[config.mk]
export PLATFORM = sky130hd
export DESIGN_NAME = cort_row_scan
export DESIGN_NICKNAME = d
export VERILOG_FILES = /design/src/hdl/cort_pkg.sv /design/src/hdl/cort_row_scan.sv
export SDC_FILE = /design/constraint.sdc
export NUM_CORES = 1
export LEC_CHECK = 0
export CORE_MARGIN = 5
export CORE_UTILIZATION = 45
export DETAILED_ROUTE_END_ITERATION = 16
export DONT_BUFFER_PORTS = 1
export PLACE_DENSITY = 0.67
export SYNTH_ARGS = -nofsm -noshare
export SYNTH_HDL_FRONTEND = slang
export SYNTH_SLANG_ARGS = --single-unit
[constraint.sdc]
create_clock -name vclk -period 5.8
set_input_delay 1.16 -clock vclk [all_inputs]
set_output_delay 1.16 -clock vclk [all_outputs]
set_load 0.01 [all_outputs]
[src/hdl/cort_pkg.sv]
package cort_pkg;

  // Fixed field widths of the request, result and configuration channels
  localparam int unsigned SECTOR_W = 40;
  localparam int unsigned COUNT_W  = 13;
  localparam int unsigned BLKIDX_W = 16;
  localparam int unsigned SHIFT_W  = 5;
  localparam int unsigned TOTAL_W  = 17;
  localparam int unsigned STAT_W   = 48;
  localparam int unsigned COPY_W   = 17;
  localparam int unsigned CFGIDX_W = 2;

  // Bitmap row: 16 blocks per memory word
  localparam int unsigned ROW_BITS = 16;
  localparam int unsigned ROW_LSB  = 4;

  typedef enum logic [1:0] {
    OP_READ      = 2'd0,
    OP_WRITE     = 2'd1,
    OP_COPY_DONE = 2'd2,
    OP_QUERY     = 2'd3
  } op_e;

  typedef enum logic [2:0] {
    ROUTE_REJECT    = 3'd0,
    ROUTE_ORIGIN    = 3'd1,
    ROUTE_CACHE     = 3'd2,
    ROUTE_COPY      = 3'd3,
    ROUTE_WAIT      = 3'd4,
    ROUTE_COPY_ACK  = 3'd5,
    ROUTE_QUERY_OK  = 3'd6,
    ROUTE_QUERY_OOR = 3'd7
  } route_e;

  typedef enum logic [1:0] {
    CFG_SECTOR_LOG2  = 2'd0,
    CFG_LAST_SECTOR  = 2'd1,
    CFG_TOTAL_BLOCKS = 2'd2
  } cfg_idx_e;

  typedef logic [ROW_BITS-1:0] row_bits_t;
  typedef logic [ROW_LSB-1:0]  row_pos_t;

  typedef struct packed {
    row_bits_t present;
    row_bits_t in_flight;
  } map_row_t;

  typedef struct packed {
    logic             any_miss;
    row_pos_t         miss_pos;
    logic             in_flight;
    logic [ROW_LSB:0] hits;
  } scan_t;

endpackage

[src/hdl/cort_row_scan.sv]
module cort_row_scan (
  input  cort_pkg::map_row_t  row_i,
  input  cort_pkg::row_pos_t  lo_i,
  input  cort_pkg::row_pos_t  hi_i,
  output cort_pkg::scan_t     scan_o
);
  import cort_pkg::*;

  row_bits_t window;
  row_bits_t miss;
  row_pos_t  pos;
  logic      pos_in_flight;

  // window of blocks [lo, hi] in this row, then lowest block not present
  always_comb begin
    for (int i = 0; i < ROW_BITS; i++) begin
      window[i] = (row_pos_t'(i) >= lo_i) && (row_pos_t'(i) <= hi_i);
    end
    miss = window & ~row_i.present;
    pos  = '0;
    for (int i = ROW_BITS - 1; i >= 0; i--) begin
      if (miss[i]) begin
        pos = row_pos_t'(i);
      end
    end
  end

  assign pos_in_flight = row_i.in_flight[pos];

  always_comb begin
    scan_o.any_miss  = |miss;
    scan_o.miss_pos  = pos;
    scan_o.in_flight = pos_in_flight;
    // present blocks before the first miss are hits; a wait adds one more
    if (|miss) begin
      scan_o.hits = {1'b0, pos - lo_i} + {{ROW_LSB{1'b0}}, pos_in_flight};
    end else begin
      scan_o.hits = {1'b0, hi_i - lo_i} + {{ROW_LSB{1'b0}}, 1'b1};
    end
  end

endmodule

==> results.txt, run 1 <==
status - finished clean
cell taking the most area after synthesis - ha_1
period utilisation layout - 97.9%
Reg area - 0 µm²
Setup WS post-layout - 0.120 ns
Post-Synthesis Cells - 160
ranking of synthesized cells by area - ha_1, mux2_2, a21oi_1, nor2_1, nand2_1
yosys warns - 0
crit end category - output pin
fill count - 260
Total Power - 0.000201 W
fmax - 0.176 GHz
via count - 1231
worst-path fanout max - 15
Final min period - 5.68 ns
slowest stage cell, crit path - or4_4
Placeable Area - 2430 µm²
switching fraction of total power - 54.2%
Net Count, Synth - 211
register area share after synthesis - 0%
I/O pin cnt - 51
# nets final - 214
detailed-route vias per instance - 6.45
Leak - 0.506 nW
crit path cell chain - nand4_1, a211oi_1, nor3_2, or4_4, a41oi_4, buf_6, mux2_4, a211oi_2, nor4_1, o221ai_1, ha_2, nand3_2, xnor2_2, nand2b_1, o211ai_1, o21ai_2
Slew Viols, Final - 0
Chip Width - 60.1 µm
sw power - 0.000109 W
DRC viols - 0
final hold violation count - 0
Worst VDD drop - 0.0968 mV
Synth Cell Area - 1130 µm²
Post-synth top cells - nor2_1, a21oi_1, nand2_1
Remaining Overflow, GRT - 0
path type of the worst setup path - in -> out
Die H - 60.1 µm
most common cell in the netlist - nor2_1
first-pass detailed-route iteration total - 5
placer congestion estimate - 0.928
largest net degree at the start of global routing - 16
crit path launch type - input port
Worst EP required - 4.64 ns
worst slack at placement - 0.170 ns
Worst Path Arrival - 4.52 ns
final wirelength - 3360 µm
clkbuf count - 0
post-synth top area share - 9.96%
P_int - 0.0000920 W
Slew @ Worst Pin - 0.422 ns
ANT nets after route - 0
area grow syn2layout - 11.1%
vias in the first global route - 1192
CP peak stage delay - 0.54 ns
Syn Area/Cell - 7.07 µm²
Slew HR - 71.1%
global-route wire length before repair - 5340 µm
distinct cell type count of the synthesized netlist - 54
initial antenna violation count - 0
initial DRC count - 66
layout cells sized above 1 - 23.0%
seq_cells - 0
Area after DPL - 1170 µm²
number of max-cap violations - 0
final instance area - 1260 µm²
pwr/cell area - 160 nW/µm²
Starting Density - 46.5%
# rows - 18
HP Class - in -> out
GRT Overall Usage - 18.1%
clock share of power - 0%
post-DR wirelength/cell - 17.6 µm
Comb power frac - 100.0%
# setup viols final - 0
Port Buffers - 0
Die Area - 3620 µm²
fin util - 51.6%
Seq pwr share - 0%
Inserted Diodes - 0
dpl hpwl - 2690 µm
## path summary, 6_finish.rpt
check	from	to	slack, ns	cells past startpoint
worst min-delay path	row_i[2]	scan_o[5]	2.74	4
worst max-delay path	lo_i[1]	scan_o[3]	0.12	16
## metrics by stage
step / cells / TNS, ns / hold slack, ns
3_3_place_gp: 189 / 0 / 2.73
3_5_place_dp: 189 / 0 / 2.74
5_1_grt: 191 / -0.0264 / 2.76
4_1_cts: 189 / 0 / 2.74
6_report: 191 / 0 / 2.74
2_1_floorplan: 160 / 0 / 2.58
## layout by cell type, fill, tap and decap left out, types with 3 or more instances in the layout
| cell type | count |
|---|---|
| xnor2_1 | 3 |
| a21o_1 | 3 |
| or4_1 | 3 |
| nor4_1 | 5 |
| a211oi_2 | 4 |
| a21oi_1 | 12 |
| nor3_1 | 5 |
| inv_1 | 11 |
| nand2_1 | 12 |
| o21bai_1 | 3 |
| ha_1 | 8 |
| buf_4 | 10 |
| mux2_2 | 5 |
| nor2_1 | 15 |
| nand3_1 | 4 |
| o21ai_0 | 5 |
| xor2_1 | 4 |
## timing repair
item                       in CTS  in global routing
resized for setup               0                 14
setup endpoints to repair       0                  1
setup buffers                   0                  2
hold buffers                    0                  0
## logic make-up after synthesis
logic type      Yosys count  share of synthesized area (%)
xor+xnor                  8                           6.19
buf+inv                  22                           9.73
compound gates           49                           32.5
simple gates             61                           29.2
fa+ha+maj                11                           13.5
mux                       9                           8.85
## metal layers
metal | wire length, µm | part of all wire, % | track usage (%) | vias up
met5 | 0 | 0 | 0 | -
met4 | 40 | 1.2 | 0.316 | 0
met3 | 211 | 6.3 | 2.59 | 4
met2 | 1790 | 53 | 34.1 | 39
met1 | 1320 | 39 | 22.7 | 583
li1 | - | - | - | 605
## worst max-delay path: cells and delay by family
kind                     cells  cell delay (ns)
adder cells (fa/ha/maj)      1             0.25
AND/OR/NAND/NOR              6             1.05
XOR/XNOR                     1             0.16
multiplexers                 1             0.32
AO/OA/AOI/OAI                6             1.40
buffers and inverters        1             0.16
## layout make-up
type / count / area, µm² / area share [%]
Inverter: 12 / 47.5 / 3.78
Tap cell: 30 / 37.5 / 2.99
Timing Repair Buffer: 11 / 86.3 / 6.87
Multi-Input combinational cell: 138 / 1080 / 86.4
## power by group through the flow
| stage | sequential [W] | clock, W | combinational (W) |
|---|---|---|---|
| finish | 0 | 0 | 0.000201 |
| CTS | 0 | 0 | 0.000181 |
| detailed placement | 0 | 0 | 0.000180 |
| floorplan | 0 | 0 | 0.000146 |
| global placement | 0 | 0 | 0.000172 |
| global route | 0 | 0 | 0.000221 |
Power figures use the tool's default switching activity.
==> run 2, diff against run 1 <==
ABC_AREA = 1   (was not set)
==> run 2 against run 1 <==
Net effect:
- maximum frequency is 14% higher
- critical path depth grew 10
- non-clock buffer count fell by 11
- critical path type unchanged
- final cell count rose by 26%
- synthesized cell count up 33%
==> results.txt, run 2 <==
status - finished clean (unchanged)
area grow syn2layout - 0.976% (was 11.1%)
register area share after synthesis - 0% (unchanged)
commonest non-fill, non-tap cell in the layout - nand2_1 (was nor2_1)
crit end category - output pin (unchanged)
post-synth top area share - 16.9% (was 9.96%)
met3 Use GR - 2.77% (was 2.59%)
via count - 1209 (was 1231)
worst-path fanout max - 10 (was 15)
Slew HR - 67.9% (was 71.1%)
ranking of synthesized cells by area - nand2_1, inv_1, nand3_1, ha_1, nor2_1 (was ha_1, mux2_2, a21oi_1, nor2_1, nand2_1)
pwr/cell area - 139 nW/µm² (was 160 nW/µm²)
initial DRC count - 44 (was 66)
layout cells sized above 1 - 9.52% (was 23.0%)
fin util - 47.5% (was 51.6%)
slowest stage cell, crit path - fa_1 (was or4_4)
commonest non-fill, non-tap cells in the layout - nand2_1, inv_1, nand3_1, nor2_1, ha_1 (was nor2_1, nand2_1, a21oi_1, inv_1, buf_4)
path type of the worst setup path - in -> out (unchanged)
clkbuf count - 0 (unchanged)
# setup viols final - 0 (unchanged)
Placeable Area - 2450 µm² (was 2430 µm²)
Starting Density - 47.0% (was 46.5%)
Worst VDD drop - 0.0799 mV (was 0.0968 mV)
placer congestion estimate - 0.825 (was 0.928)
distinct cell type count of the synthesized netlist - 35 (was 54)
Leak - 0.664 nW (was 0.506 nW)
fill count - 286 (was 260)
initial antenna violation count - 0 (unchanged)
Final min period - 4.99 ns (was 5.68 ns)
Net Count, Synth - 264 (was 211)
dpl hpwl - 2630 µm (was 2690 µm)
DRC viols - 0 (unchanged)
I/O pin cnt - 51 (unchanged)
first-pass detailed-route iteration total - 4 (was 5)
fmax - 0.200 GHz (was 0.176 GHz)
HP Class - in -> out (unchanged)
final wirelength - 2990 µm (was 3360 µm)
Inserted Diodes - 0 (unchanged)
number of max-cap violations - 0 (unchanged)
Post-Synthesis Cells - 213 (was 160)
# rows - 18 (unchanged)
post-DR wirelength/cell - 12.5 µm (was 17.6 µm)
M1 GR Usage - 21.1% (was 22.7%)
seq_cells - 0 (unchanged)
global-route wire length before repair - 4870 µm (was 5340 µm)
met2 Use GR - 30.7% (was 34.1%)
ANT nets after route - 0 (unchanged)
Slew Viols, Final - 0 (unchanged)
# nets final - 263 (was 214)
detailed-route vias per instance - 5.04 (was 6.45)
GRT Overall Usage - 16.5% (was 18.1%)
Worst EP required - 4.64 ns (about the same)
Post-synth top cells - nand2_1, inv_1, nand3_1 (was nor2_1, a21oi_1, nand2_1)
Remaining Overflow, GRT - 0 (unchanged)
Port Buffers - 0 (unchanged)
final hold violation count - 0 (unchanged)
Die H - 60.6 µm (was 60.1 µm)
Syn Area/Cell - 5.42 µm² (was 7.07 µm²)
Die Area - 3680 µm² (was 3620 µm²)
Chip Width - 60.6 µm (was 60.1 µm)
most common cell in the netlist - nand2_1 (was nor2_1)
yosys warns - 0 (unchanged)
Slew @ Worst Pin - 0.480 ns (was 0.422 ns)
Most common cell on crit path - nand2_1
post-cts sizing count - 0 (unchanged)
Reg area - 0 µm² (unchanged)
CP peak stage delay - 0.38 ns (was 0.54 ns)
largest net degree at the start of global routing - 11 (was 16)
Setup TNS Final - 0 ns (unchanged)
cell taking the most area after synthesis - nand2_1 (was ha_1)
hold buffers post-CTS - 0 (unchanged)
vias in the first global route - 1148 (was 1192)
grt peak-use layer - met2 (unchanged)
postcts setup bufs - 0 (unchanged)
Synth Cell Area - 1150 µm² (was 1130 µm²)
crit path launch type - input port (unchanged)
period utilisation layout - 86.0% (was 97.9%)
Worst Path Arrival - 3.83 ns (was 4.52 ns)
RSZ-0062 raised after global routing - false
==> run 2: power breakdown <==
part / switching [W] / internal [W] / total (W)
logic: 0.000102 / 0.0000602 / 0.000162
clock network: 0 / 0 / 0
registers: 0 / 0 / 0
==> run 2: final cells by class <==
type	count	area, µm²	share of cell area, %
multi-input combinational	162	947	81.3
inverter	48	180	15.5
tap	30	37.5	3.22
==> run 2: critical path: cells and delay by family <==
family,cells,cell delay (ns)
AOI/OAI and AO/OA,4,0.43
adders and majority gates,2,0.54
buffers and inverters,3,0.18
and+or+nand+nor,17,1.52
==> run 2: final timing paths <==
path,start,to,slack (ns),cells after the start
worst max-delay path,lo_i[0],scan_o[3],0.81,26
worst min-delay path,row_i[6],scan_o[5],2.70,6
==> run 2: layer usage <==
layer | vias to the layer above | wire [µm]
li1 | 664 | -
met1 | 506 | 1320
met2 | 39 | 1430
met3 | 0 | 244
met4 | 0 | 0
met5 | - | 0
==> run 2: cell families after synthesis <==
family,after synthesis,share of synthesized area (%)
mux,1,0.976
simple gates,120,50.7
buf+inv,51,17.9
fa+ha+maj,11,13.2
xor+xnor,7,5.31
compound gates,23,11.9
==> run 2: metrics by stage <==
stage                     hold WS [ns]  std cells  total power [W]  area (µm²)  setup WS [ns]
after CTS                         2.71        240         0.000164        1160          0.820
after global routing              2.76        240         0.000186        1160          0.557
after floorplan                   2.67        213         0.000143        1150          0.983
after global placement            2.70        240         0.000162        1160          0.804
final                             2.70        240         0.000162        1160          0.811
after detailed placement          2.71        240         0.000163        1160          0.843
==> run 3, diff against run 2 <==
clock period = 4.9 ns   (was 5.8 ns; I/O delays follow)
==> run 3 against run 2 <==
Net effect:
- sequential cell count unchanged
- hold slack lost 0.35 ns
- global-route usage fell by 0.65 points
- power up 18%
- critical endpoint unchanged
- final cell count is 0.42% higher
- worst setup slack worse by 0.48 ns
- die area stayed put
- highest routed layer is now met4
- core utilization rose by 0.31 points
- critical path depth unchanged
- sequential share of layout area stayed put
- clock-buffer cell count stayed put
- combinational power up 18%
==> results.txt, run 3 (same netlist as run 2, synthesis figures left out) <==
status - finished clean (unchanged)
Worst Path Arrival - 3.59 ns (was 3.83 ns)
worst-path fanout max - 10 (unchanged)
Starting Density - 47.0% (unchanged)
hold buffers post-CTS - 0 (unchanged)
fmax - 0.219 GHz
crit path launch type - input port (unchanged)
Reg area - 0 µm² (unchanged)
placer congestion estimate - 0.905 (was 0.825)
Port Buffers - 0 (unchanged)
number of max-cap violations - 0 (unchanged)
final wirelength - 2880 µm (was 2990 µm)
layout cells sized above 1 - 9.95% (was 9.52%)
via count - 1259 (was 1209)
area grow syn2layout - 1.63% (was 0.976%)
Slew HR - 72.6% (was 67.9%)
Die H - 60.6 µm (unchanged)
Slew @ Worst Pin - 0.408 ns (was 0.480 ns)
Die Area - 3680 µm² (unchanged)
met3 Use GR - 2.34% (was 2.77%)
clkbuf count - 0 (unchanged)
Worst EP required - 3.92 ns (was 4.64 ns)
Placeable Area - 2450 µm² (unchanged)
grt peak-use layer - met2 (unchanged)
final hold violation count - 0 (unchanged)
period utilisation layout - 93.3%
Setup TNS Final - 0 ns (unchanged)
Leak - 0.669 nW (was 0.664 nW)
hold endpoint - scan_o[5] (unchanged)
first-pass detailed-route iteration total - 4 (unchanged)
post-DR wirelength/cell - 12.0 µm (was 12.5 µm)
# nets final - 264 (was 263)
# setup viols final - 0 (unchanged)
worst slack at placement - 0.342 ns (was 0.843 ns)
M1 GR Usage - 21.5% (was 21.1%)
HP Class - in -> out (unchanged)
Slew Viols, Final - 0 (unchanged)
dpl hpwl - 2560 µm (was 2630 µm)
Final min period - 4.57 ns
seq_cells - 0 (unchanged)
post-cts sizing count - 0 (unchanged)
min-delay src - row_i[6] (unchanged)
largest net degree at the start of global routing - 11 (unchanged)
# rows - 18 (unchanged)
Most common cell on crit path - nand2_1 (unchanged)
Chip Width - 60.6 µm (unchanged)
worst hold stages - 6 (unchanged)
commonest non-fill, non-tap cells in the layout - nand2_1, inv_1, nand3_1, nor2_1, ha_1 (unchanged)
Setup WS post-layout - 0.330 ns (was 0.811 ns)
vias in the first global route - 1114 (was 1148)
Remaining Overflow, GRT - 0 (unchanged)
initial DRC count - 76 (was 44)
detailed-route vias per instance - 5.22 (was 5.04)
CP peak stage delay - 0.36 ns (was 0.38 ns)
RSZ-0062 raised after global routing - false (unchanged)
global-route wire length before repair - 4660 µm (was 4870 µm)
I/O pin cnt - 51 (unchanged)
path type of the worst setup path - in -> out (unchanged)
DRC viols - 0 (unchanged)
Inserted Diodes - 0 (unchanged)
initial antenna violation count - 0 (unchanged)
fin util - 47.8% (was 47.5%)
commonest non-fill, non-tap cell in the layout - nand2_1 (unchanged)
GRT Overall Usage - 15.9% (was 16.5%)
Worst VDD drop - 0.0909 mV (was 0.0799 mV)
pwr/cell area - 163 nW/µm² (was 139 nW/µm²)
crit end category - output pin (unchanged)
slowest stage cell, crit path - fa_1 (unchanged)
ANT nets after route - 0 (unchanged)
postcts setup bufs - 0 (unchanged)
met2 Use GR - 26.6% (was 30.7%)
run 3: cell count changes in the layout (fill, tap and decap cells not counted), sizes merged:
cell,delta
buf,+1
run 3: how the worst max path moves through the flow:
stage | start | to | depth (start not counted)
finish | lo_i[0] | scan_o[3] | 26
global route | lo_i[0] | scan_o[3] | 24
CTS | lo_i[0] | scan_o[3] | 26
detailed placement | lo_i[0] | scan_o[3] | 26
global placement | lo_i[0] | scan_o[3] | 24
floorplan | lo_i[3] | scan_o[3] | 30
run 3: final cells by class:
type | count | area [µm²]
inverters | 48 | 180
fillers | 283 | 1280
repair buffers | 1 | 7.51
multi-input cells | 162 | 947
well taps | 30 | 37.5
run 3: per-stage QoR:
| step | total power [W] | std cells | cell area (µm²) | hold WS, ns |
|---|---|---|---|---|
| 3_3_place_gp | 0.000193 | 241 | 1170 | 2.34 |
| 2_1_floorplan | 0.000169 | 213 | 1150 | 2.31 |
| 4_1_cts | 0.000195 | 241 | 1170 | 2.35 |
| 6_report | 0.000191 | 241 | 1170 | 2.35 |
| 3_5_place_dp | 0.000194 | 241 | 1170 | 2.35 |
| 5_1_grt | 0.000221 | 241 | 1170 | 2.37 |
run 3: report_power, final:
group | leakage (nW) | total [W] | internal [W] | switching (W)
sequential | 0 | 0 | 0 | 0
clock | 0 | 0 | 0 | 0
combinational | 0.669 | 0.000191 | 0.0000722 | 0.000119
run 3: critical path: cells and delay by family:
kind,cells,cell delay [ns]
compound gates,4,0.40
fa+ha+maj,2,0.52
buf+inv,3,0.17
simple gates,17,1.50
run 3: routing by layer:
layer	wire length (µm)	vias to the layer above
met5	0	-
met3	232	8
met4	74	0
li1	-	673
met2	1310	53
met1	1270	525
